===== src/msa_pkg.sv =====
package msa_pkg;

	localparam int MAX_SLOTS = 64;
	localparam int IDX_W = (MAX_SLOTS > 1) ? $clog2(MAX_SLOTS) : 1;
	localparam int CNT_W = IDX_W + 1;
	localparam int CFG_W = 7;
	localparam int SLOT_W = 6;
	localparam int STAT_W = 2;

	localparam logic [CFG_W-1:0] SLOT_COUNT_RST = CFG_W'(64);

	localparam logic OP_TAKE = 1'b0;

	localparam logic [STAT_W-1:0] ST_OK = 2'd0;
	localparam logic [STAT_W-1:0] ST_FULL = 2'd1;
	localparam logic [STAT_W-1:0] ST_BAD_RELEASE = 2'd2;

	typedef enum logic [1:0] {
		S_IDLE,
		S_SCAN,
		S_FIN
	} state_t;

	typedef struct packed {
		logic [SLOT_W-1:0] chosen_slot;
		logic [STAT_W-1:0] status;
	} result_t;

	typedef struct packed {
		logic idle;
		logic done;
	} core_stat_t;

endpackage


===== src/msa_core.sv =====
module msa_core import msa_pkg::*; (
	input  logic              clk,
	input  logic              arst_n,
	input  logic              start,
	input  logic              op,
	input  logic [SLOT_W-1:0] idx,
	input  logic [CNT_W-1:0]  row_len,
	input  logic              room,
	output core_stat_t        stat,
	output result_t           res
);

	state_t state_q, state_d;

	logic [MAX_SLOTS-1:0] map_q;
	logic [MAX_SLOTS-1:0] map_rot;
	logic [IDX_W-1:0]     pos_q;
	logic                 op_q;
	logic [SLOT_W-1:0]    idx_q;
	logic                 have_prev_q;
	logic [IDX_W-1:0]     prev_q;
	logic                 have_best_q;
	logic [IDX_W-1:0]     best_slot_q;
	logic [IDX_W-1:0]     best_dist_q;
	logic                 rel_ok_q;

	logic             cur_occ;
	logic             in_row;
	logic             last;
	logic [IDX_W-1:0] diff;
	logic             cand;
	logic [IDX_W-1:0] cand_slot;
	logic [IDX_W-1:0] cand_dist;
	logic             better;
	logic             clr;
	logic [CNT_W-1:0] row_last;
	logic             tail_cand;
	logic [IDX_W-1:0] tail_dist;
	logic             fin_ok;
	logic [IDX_W-1:0] fin_slot;
	logic             done;

	assign cur_occ = map_q[0];
	assign in_row  = {1'b0, pos_q} < row_len;
	assign last    = pos_q == IDX_W'(MAX_SLOTS - 1);
	assign diff    = pos_q - prev_q;
	assign clr     = (op_q != OP_TAKE) && in_row && (int'(pos_q) == int'(idx_q));

	// one slot per cycle: the slot under test sits in bit 0
	always_comb begin
		for (int k = 0; k < MAX_SLOTS; k++) begin
			if (k == MAX_SLOTS - 1) begin
				map_rot[k] = map_q[0] & ~clr;
			end else begin
				map_rot[k] = map_q[(k + 1) % MAX_SLOTS];
			end
		end
	end

	always_comb begin
		cand      = 1'b0;
		cand_slot = '0;
		cand_dist = '0;
		if ((op_q == OP_TAKE) && in_row && cur_occ) begin
			if (!have_prev_q) begin
				if (pos_q != '0) begin
					cand      = 1'b1;
					cand_slot = '0;
					cand_dist = pos_q;
				end
			end else if ({1'b0, diff} >= CNT_W'(2)) begin
				cand      = 1'b1;
				cand_dist = diff >> 1;
				cand_slot = prev_q + (diff >> 1);
			end
		end
		better = cand && (!have_best_q || (cand_dist > best_dist_q));
	end

	// right-hand wall
	assign row_last  = row_len - CNT_W'(1);
	assign tail_cand = have_prev_q && ({1'b0, prev_q} < row_last);
	assign tail_dist = IDX_W'(row_last - {1'b0, prev_q});

	always_comb begin
		fin_ok   = 1'b1;
		fin_slot = '0;
		if (!have_prev_q) begin
			fin_slot = '0;
		end else if (tail_cand && (!have_best_q || (tail_dist > best_dist_q))) begin
			fin_slot = IDX_W'(row_last);
		end else if (have_best_q) begin
			fin_slot = best_slot_q;
		end else begin
			fin_ok = 1'b0;
		end
	end

	always_comb begin
		res = '{chosen_slot: '0, status: ST_OK};
		if (op_q == OP_TAKE) begin
			if (fin_ok) begin
				res.chosen_slot = SLOT_W'(fin_slot);
			end else begin
				res.status = ST_FULL;
			end
		end else if (!rel_ok_q) begin
			res.status = ST_BAD_RELEASE;
		end
	end

	always_ff @(posedge clk or negedge arst_n) begin
		if (!arst_n) begin
			state_q <= S_IDLE;
		end else begin
			state_q <= state_d;
		end
	end

	always_comb begin
		state_d = state_q;
		done    = 1'b0;
		unique case (state_q)
			S_IDLE: begin
				if (start) begin
					state_d = S_SCAN;
				end
			end
			S_SCAN: begin
				if (last) begin
					state_d = S_FIN;
				end
			end
			S_FIN: begin
				if (room) begin
					done    = 1'b1;
					state_d = S_IDLE;
				end
			end
			default: state_d = S_IDLE;
		endcase
	end

	assign stat.idle = state_q == S_IDLE;
	assign stat.done = done;

	always_ff @(posedge clk or negedge arst_n) begin
		if (!arst_n) begin
			map_q       <= '0;
			pos_q       <= '0;
			have_prev_q <= 1'b0;
			have_best_q <= 1'b0;
			rel_ok_q    <= 1'b0;
		end else if ((state_q == S_IDLE) && start) begin
			pos_q       <= '0;
			have_prev_q <= 1'b0;
			have_best_q <= 1'b0;
			rel_ok_q    <= 1'b0;
		end else if (state_q == S_SCAN) begin
			map_q <= map_rot;
			pos_q <= pos_q + IDX_W'(1);
			if (in_row && cur_occ) begin
				have_prev_q <= 1'b1;
			end
			if (better) begin
				have_best_q <= 1'b1;
			end
			if (clr && cur_occ) begin
				rel_ok_q <= 1'b1;
			end
		end else if (done && (op_q == OP_TAKE) && fin_ok) begin
			map_q[fin_slot] <= 1'b1;
		end
	end

	always_ff @(posedge clk) begin
		if ((state_q == S_IDLE) && start) begin
			op_q  <= op;
			idx_q <= idx;
		end
		if (state_q == S_SCAN) begin
			if (in_row && cur_occ) begin
				prev_q <= pos_q;
			end
			if (better) begin
				best_slot_q <= cand_slot;
				best_dist_q <= cand_dist;
			end
		end
	end

endmodule


===== src/max_distance_slot_allocator.sv =====
// Max-distance slot allocator. A take beat picks the free slot farthest from its nearest
// occupied neighbour (walls count as free, ties to the lowest slot, empty row gives slot 0),
// marks it and returns it; a release beat frees one occupied slot. Status 1 flags a take on
// a full row, status 2 a release of a free or out-of-range slot; neither changes the map.
// The occupancy map lives in a rotating shift register that is walked one slot per clock,
// and the block takes no new input beat during a walk: the next input beat is taken once
// the result has moved to the output register, where it may still wait, and a request
// that finishes its walk while a result still waits is held until that result is taken.
// slot_count may be written only while no request is in flight; 0 acts as 1 and values
// above MAX_SLOTS act as MAX_SLOTS. The map is all free after reset.
module max_distance_slot_allocator import msa_pkg::*; (
	input  logic             clk,
	input  logic             arst_n,
	input  logic             cfg_we,
	input  logic [CFG_W-1:0] cfg_wdata,
	input  logic             s_tvalid,
	output logic             s_tready,
	input  logic [7:0]       s_tdata,  // opcode, slot_index
	output logic             m_tvalid,
	input  logic             m_tready,
	output logic [7:0]       m_tdata   // chosen_slot, status
);

	logic [CFG_W-1:0] slot_count_q;
	logic [CNT_W-1:0] row_len;
	logic             m_tvalid_q;
	result_t          out_q;
	result_t          res;
	core_stat_t       stat;
	logic             room;
	logic             start;

	always_ff @(posedge clk or negedge arst_n) begin
		if (!arst_n) begin
			slot_count_q <= SLOT_COUNT_RST;
		end else if (cfg_we) begin
			slot_count_q <= cfg_wdata;
		end
	end

	always_comb begin
		if (slot_count_q == '0) begin
			row_len = CNT_W'(1);
		end else if (int'(slot_count_q) > MAX_SLOTS) begin
			row_len = CNT_W'(MAX_SLOTS);
		end else begin
			row_len = CNT_W'(slot_count_q);
		end
	end

	assign room     = !m_tvalid_q || m_tready;
	assign s_tready = stat.idle;
	assign start    = s_tvalid && stat.idle;

	msa_core u_core (
		.clk     (clk),
		.arst_n  (arst_n),
		.start   (start),
		.op      (s_tdata[0]),
		.idx     (s_tdata[SLOT_W:1]),
		.row_len (row_len),
		.room    (room),
		.stat    (stat),
		.res     (res)
	);

	always_ff @(posedge clk or negedge arst_n) begin
		if (!arst_n) begin
			m_tvalid_q <= 1'b0;
		end else if (stat.done) begin
			m_tvalid_q <= 1'b1;
		end else if (m_tready) begin
			m_tvalid_q <= 1'b0;
		end
	end

	always_ff @(posedge clk) begin
		if (stat.done) begin
			out_q <= res;
		end
	end

	assign m_tvalid = m_tvalid_q;
	assign m_tdata  = {out_q.status, out_q.chosen_slot};

endmodule


===== config.mk =====
export PLATFORM = sky130hd
export DESIGN_NAME = max_distance_slot_allocator
export DESIGN_NICKNAME = d
export VERILOG_FILES = /design/src/msa_pkg.sv /design/src/msa_core.sv /design/src/max_distance_slot_allocator.sv
export SDC_FILE = /design/constraint.sdc
export NUM_CORES = 1
export LEC_CHECK = 0
export BUFFER_PORTS_ARGS = -buffer_cell sky130_fd_sc_hd__buf_2
export CORE_ASPECT_RATIO = 0.8
export CORE_MARGIN = 4
export CORE_UTILIZATION = 58
export CTS_BUF_LIST = sky130_fd_sc_hd__clkbuf_8
export DETAILED_ROUTE_END_ITERATION = 10
export PLACE_DENSITY = 0.8
export RECOVER_POWER = 25
export SKIP_CTS_REPAIR_TIMING = 1
export SYNTH_ARGS = -nofsm -noshare
export SYNTH_HDL_FRONTEND = slang
export SYNTH_HIERARCHICAL = 1
export SYNTH_SLANG_ARGS = --single-unit

===== constraint.sdc =====
create_clock -name clk -period 4.48 [get_ports clk]
set_input_delay 0.672 -clock clk [delete_from_list [all_inputs] [get_ports clk]]
set_output_delay 0.672 -clock clk [all_outputs]
set_load 0.02 [all_outputs]

* Word level (Yosys, flattened, before mapping)
Cells that the tools add are included.
Word-level totals: bits of input ports 20, register bits after elaboration 116, output and inout port bits 10
Cells by class: reduce and logical (&&, ||, !) cells 37, order comparisons 8, equal/unequal tests 7, multiplexer cells 42, bitwise logic cells 6, $add $sub $neg 5
Operators with widths (count):
- $mux W64 | 2
- $or A64 B64 Y64 | 1
- $mux W6 | 8
- $mux W1 | 22
- $logic_and A1 B1 Y1 | 14
- $lt A6 B7 Y1 | 2
- $mux W7 | 2
- $gt A6 B6 Y1 | 2
- $reduce_and A2 Y1 | 6
- $reduce_bool A2 Y1 | 6
- $sub A6 B6 Y6 | 2
- $mux W2 | 5
- $gt A7 B7 Y1 const B | 1
- $logic_not A7 Y1 | 1
- $lt A6 B7 Y1 const B | 1
- $sub A7 B1 Y7 const B | 1
- $add A6 B1 Y6 const B | 1
- $add A6 B5 Y6 | 1
- $demux W1 S6 | 1
- $eq A6 B6 Y1 | 1
- $eq A6 B6 Y1 const B | 1
- $ge A6 B1 Y1 const B | 1
- $ge A6 B2 Y1 const B | 1
- $pmux W2 S3 | 1
- other kinds (13) | 21

* Logic depth before layout (Yosys ltp)
word-level depth 17, gate-level depth with buffers 22

* Hierarchy
Netlist, hierarchy kept.
By module, submodules not included:
- msa_core | instances 1, cells an instance 676, seq. area each 2627.5 µm², area each 6257.3 µm²
- max_distance_slot_allocator | instances 1, cells an instance 36, seq. area each 441.7 µm², area each 608.1 µm²

* Worst setup path after synthesis
Ideal clock, no wire load.
kind register -> register, start point register slot_count_q[1], end point register u_core.map_q[4], stages on the path, launching flop included 23, data arrival time 4.703 ns, setup slack -0.346 ns, path through dfrtp_1 > or3_1 > o41ai_2 > clkbuf_2 > inv_1 > ha_1 > inv_1 > ha_1 > a21o_1 > a21oi_1 > o21bai_1 > a21oi_1 > xnor2_1 > ha_1 > nand4_1 > o21bai_1 > nand3_1 > o211a_1 > buf_6 > or4_1 > and3_1 > buf_6 > o221a_1
On the way: longest elaborated chain between the ends 17, elaborated cells between the ends (all ways) 26, those cells by class add/sub: 2; order compare: 5; mux: 10; bitwise: 1; reduce/logical: 8
RTL lines:
- start: declaration | line max_distance_slot_allocator.sv:24 | logic [CFG_W-1:0] slot_count_q;
- start signal: assignment | line max_distance_slot_allocator.sv:37 | slot_count_q <= cfg_wdata;
- $gt A7 B7 Y1 | line max_distance_slot_allocator.sv:44 | end else if (int'(slot_count_q) > MAX_SLOTS) begin
- $mux W7 | line max_distance_slot_allocator.sv:44
- $mux W7 (*) | line max_distance_slot_allocator.sv:42 | if (slot_count_q == '0) begin
- via row_len[0] | line max_distance_slot_allocator.sv:25 | logic [CNT_W-1:0] row_len;
- $sub A7 B1 Y7 (*) | line msa_core.sv:81 | assign row_last = row_len - CNT_W'(1);
- $sub A6 B6 Y6 | line msa_core.sv:83 | assign tail_dist = IDX_W'(row_last - {1'b0, prev_q});
- $gt A6 B6 Y1 | line msa_core.sv:90 | end else if (tail_cand && (!have_best_q || (tail_dist > best_dist_q))) begin
- $logic_or A1 B1 Y1 | line msa_core.sv:90
- (+2 left out)
- $mux W6 | line msa_core.sv:88 | if (!have_prev_q) begin
- $lt A6 B7 Y1 (implied by the code) / $ge A6 B1 Y1 (equally long branches) | line msa_core.sv:172 | map_q[fin_slot] <= 1'b1;
- $logic_and A1 B1 Y1 (implied by the code) | line msa_core.sv:172
- $mux W1 (implied by the code) | line msa_core.sv:172
- $demux W1 S6
- $or A64 B64 Y64 (no source line)
- $mux W64 | line msa_core.sv:171 | end else if (done && (op_q == OP_TAKE) && fin_ok) begin
- $mux W64 | line msa_core.sv:159 | end else if (state_q == S_SCAN) begin
- end signal: assignment | line msa_core.sv:160 | map_q <= map_rot;
- end: declaration | line msa_core.sv:15 | logic [MAX_SLOTS-1:0] map_q;
The timed path passes the listed nets; every way through them passes the cells marked *. The select of a mux whose other input is x is not followed. A chain may end at the register's enable or synchronous reset.

* Final worst setup path
start point register slot_count_q[6], end point register u_core.map_q[25]
The elaborated chain is that of the path after synthesis.

==> impl_metrics.tcl <==
set metrics [dict create \
    power_mw 6.70 \
    route.vias.total 6164 \
    post-dp-hpwl_um 12100 \
    final_net_count 853 \
    vias_in_the_first_global_route 5884 \
    die_width_um 130 \
    clock_latency_ns 0.43 \
    register_area_um2 3070 \
    vdd_drop_max_mv 0.423 \
    synth_edf_count 33 \
    cts-buffers-inserted 17 \
    synth_async_sr_flop_share 0.716 \
    routed_wire_length_per_instance_um 19.9 \
    detailedRoute.firstPassIterationCount 8 \
    drtAntennaViolNets 0 \
    min_period_over_period 1.01 \
    die_h_um 105 \
    hp-class "in2reg" \
    timing_hold_violations_final 0 \
    worst-r2r-setup-slack_ns -0.06 \
    slew-limit-headroom -0.356 \
    yosys.cell_types.count 73 \
    fmax_ghz 0.220 \
    areaGrowthSynthToFinish_pct 22.1 \
    cts-root-buf "sky130_fd_sc_hd__clkbuf_8" \
    cp-start-kind "register" \
    place.gp.congestion 0.933 \
    via_count_normalized_by_instance_count 6.49 \
    post-route-worst-setup-slack_ns -0.0632 \
    tightestPinTransition_ns 2.03 \
    worst_ep_arrival_time_ns 4.86 \
    ys.warnings.count 6 \
    syn_nets 776 \
    detail_route.drc_violations 0 \
    portBuffers 28 \
    synth_sequential_area_ratio 0.447 \
    diodes 0 \
    post_synth_inst_count 712 \
    drt_iter0_markers 706 \
    grt_overflow 0 \
    report.final.setup_viol 22 \
    grt_antenna_before_repair 0 \
    n_fill_cell 763 \
    setup_repair_after_global_routing_missed_its_margin "yes" \
    timing.critical_path.to_type "register" \
    grt_start_max_net_pins 86 \
    synthFlopType "sky130_fd_sc_hd__dfrtp_1" \
    post_synth_instance_area_um2 6870 \
    clock_skew_ns 0.0125 \
    criticalPathCategory "reg2reg" \
    area_occupied_by_multi_input_gates_um2 3900 \
    post-route-min-period_ns 4.54 \
    tritoncts "yes" \
    timing.critical_path.fanout_max 8 \
    totalWireLength_um 18900 \
    cts.reportedPaths.clkPinSlew_ns 0.07 \
    floorplan.core_area_um2 11600 \
    powerDensity_nw_per_um2 800 \
    static-leakage-power_nw 3.50 \
    num_io_pins 30 \
    initial_utilization 0.594 \
    ys_seq_elements 116 \
    slew_viol_final 84 \
    cts_buffer_depth 2 \
    clock_sink_count 116 \
    maxCapViolCount 1 \
    violations "max-capacitance violations, max-slew violations, negative setup slack" \
    die_area_um2 13700 \
    result_of_the_run "complete, but fails checks" \
    row_count 35 \
    grt_pass1_wl_um 28600 \
    total_routing_usage_reported_by_global_routing 0.263 \
    crit_required_ns 4.80 \
    timing.hold.ws_ns 0.418 \
    final_layout_size_suffix_gt1_frac 0.259 \
    cts_htree_levels 4 \
    avgSynthCellArea_um2 9.64 \
]
-- critical path, stage by stage, from the launching register on --
cell,delay [ns]
sky130_fd_sc_hd__dfstp_2,0.53
sky130_fd_sc_hd__nand2b_1,0.15
sky130_fd_sc_hd__o41ai_4,0.11
sky130_fd_sc_hd__buf_4,0.19
sky130_fd_sc_hd__or3_4,0.43
sky130_fd_sc_hd__o31a_1,0.30
sky130_fd_sc_hd__or2_2,0.33
sky130_fd_sc_hd__inv_2,0.07
sky130_fd_sc_hd__ha_1,0.28
sky130_fd_sc_hd__xnor2_1,0.16
sky130_fd_sc_hd__ha_1,0.30
sky130_fd_sc_hd__nand4_1,0.13
sky130_fd_sc_hd__o21bai_4,0.23
sky130_fd_sc_hd__nand3_4,0.11
sky130_fd_sc_hd__o211ai_1,0.15
sky130_fd_sc_hd__buf_4,0.20
sky130_fd_sc_hd__a311o_2,0.47
sky130_fd_sc_hd__a31oi_1,0.21
sky130_fd_sc_hd__nor2_1,0.06
-- flip-flops by register name, indices dropped and copies added, names as in the netlist, 2 cells and up --
signal and count:
u_core/best_dist_q 6, u_core/idx_q 6, slot_count_q 7, m_tdata 8, u_core/pos_q 6, u_core/best_slot_q 6, u_core/map_q 64, u_core/state_q 2
u_core/prev_q 6
-- final cells by class --
cell class / instances / area share
Timing Repair Buffer: 92 / 0.0781
Clock inverter: 13 / 0.0110
Multi-Input combinational cell: 505 / 0.466
Inverter: 57 / 0.0255
Sequential cell: 116 / 0.366
Clock buffer: 19 / 0.0312
Tap cell: 148 / 0.0221
-- layout by cell type (no fill, tap or decap), types with 8 or more instances in the layout --
cell / count
sky130_fd_sc_hd__dfrtp_1: 82
sky130_fd_sc_hd__nor2_1: 74
sky130_fd_sc_hd__inv_1: 57
sky130_fd_sc_hd__buf_4: 53
sky130_fd_sc_hd__ha_1: 38
sky130_fd_sc_hd__edfxtp_1: 33
sky130_fd_sc_hd__o21ai_0: 31
sky130_fd_sc_hd__o211ai_1: 31
sky130_fd_sc_hd__o21ai_1: 30
sky130_fd_sc_hd__buf_2: 26
sky130_fd_sc_hd__nor3_1: 25
sky130_fd_sc_hd__nand2_1: 24
sky130_fd_sc_hd__clkbuf_8: 19
sky130_fd_sc_hd__a21oi_1: 18
sky130_fd_sc_hd__a31oi_1: 13
sky130_fd_sc_hd__nor2b_1: 12
sky130_fd_sc_hd__nand3_1: 11
sky130_fd_sc_hd__a211oi_2: 11
sky130_fd_sc_hd__xor2_1: 9
sky130_fd_sc_hd__xnor2_1: 9
sky130_fd_sc_hd__and3_1: 9
sky130_fd_sc_hd__o21a_1: 9
sky130_fd_sc_hd__mux2i_1: 8
sky130_fd_sc_hd__a21oi_2: 8
-- report_power, final --
part	total [mW]	internal (mW)	switching [mW]
Clock	0.871	0.455	0.417
Sequential	1.55	1.34	0.207
Combinational	4.28	1.82	2.47
-- metal layers --
metal,wire length (um),GRT usage,vias to the layer above
li1,-,-,2757
met3,1770,0.0583,87
met4,652,0.0823,0
met5,0,0,-
met1,7790,0.379,2954
met2,8710,0.399,366
-- through the flow --
step                      instances  area, um2  setup WS, ns  utilization  TNS, ns
final                           950       8380       -0.0632        0.725   -0.575
after floorplan                 712       6930        -0.102            -   -0.500
after CTS                       938       7850        -0.217        0.679    -7.93
after global placement          906       7490       -0.0753        0.648    -1.22
after global routing            950       8380        -0.242        0.725   -10.10
after detailed placement        906       7490        -0.186        0.648    -5.10
-- final timing paths --
kind,startpoint,to,cells past startpoint
worst max-delay path,slot_count_q[6]$_DFFE_PN1P_,u_core/map_q[25]$_DFFE_PN0P_,18
worst min-delay path,s_tdata[4],u_core/idx_q[3]$_DFFE_PP_,1
worst max register to register,slot_count_q[6]$_DFFE_PN1P_,u_core/map_q[25]$_DFFE_PN0P_,18
worst min register to register,u_core/map_q[9]$_DFFE_PN0P_,u_core/map_q[9]$_DFFE_PN0P_,2
max in group asynchronous,arst_n,u_core/map_q[27]$_DFFE_PN0P_,1
min in group asynchronous,arst_n,u_core/map_q[35]$_DFFE_PN0P_,1
-- logic make-up after synthesis --
family,count (synthesis),synth area share
and+or+nand+nor,210,0.149
DFF,116,0.447
buffers and inverters,91,0.0545
xor gates and xnor gates,22,0.0292
AOI/OAI and AO/OA,213,0.212
adders and majority gates,44,0.0835
muxes,16,0.0246
-- cell usage after synthesis (5+ instances only) --
| master | number | area, um2 |
|---|---|---|
| sky130_fd_sc_hd__nand3_1 | 13 | 65.1 |
| sky130_fd_sc_hd__o21ai_0 | 59 | 295 |
| sky130_fd_sc_hd__a211oi_1 | 15 | 113 |
| sky130_fd_sc_hd__nor2b_1 | 13 | 81.3 |
| sky130_fd_sc_hd__a31oi_1 | 14 | 87.6 |
| sky130_fd_sc_hd__ha_1 | 41 | 513 |
| sky130_fd_sc_hd__o211ai_1 | 31 | 233 |
| sky130_fd_sc_hd__xor2_1 | 10 | 87.6 |
| sky130_fd_sc_hd__a311oi_1 | 5 | 43.8 |
| sky130_fd_sc_hd__edfxtp_1 | 33 | 991 |
| sky130_fd_sc_hd__xnor2_1 | 11 | 96.3 |
| sky130_fd_sc_hd__nor2_1 | 78 | 293 |
| sky130_fd_sc_hd__dfrtp_1 | 82 | 2050 |
| sky130_fd_sc_hd__nand2_1 | 24 | 90.1 |
| sky130_fd_sc_hd__o21ai_1 | 6 | 30.0 |
| sky130_fd_sc_hd__o21a_1 | 9 | 67.6 |
| sky130_fd_sc_hd__nand2b_1 | 8 | 50.1 |
| sky130_fd_sc_hd__mux2i_1 | 9 | 90.1 |
| sky130_fd_sc_hd__nor3_1 | 34 | 170 |
| sky130_fd_sc_hd__o22a_1 | 5 | 43.8 |
| sky130_fd_sc_hd__clkbuf_1 | 18 | 67.6 |
| sky130_fd_sc_hd__and2_1 | 5 | 31.3 |
| sky130_fd_sc_hd__a21o_1 | 7 | 52.6 |
| sky130_fd_sc_hd__a21oi_1 | 25 | 125 |
| sky130_fd_sc_hd__mux2_2 | 7 | 78.8 |
| sky130_fd_sc_hd__and3_1 | 10 | 62.6 |
| sky130_fd_sc_hd__inv_1 | 56 | 210 |
| sky130_fd_sc_hd__buf_2 | 7 | 35.0 |
No activity file was read; power rests on OpenSTA's default activity.
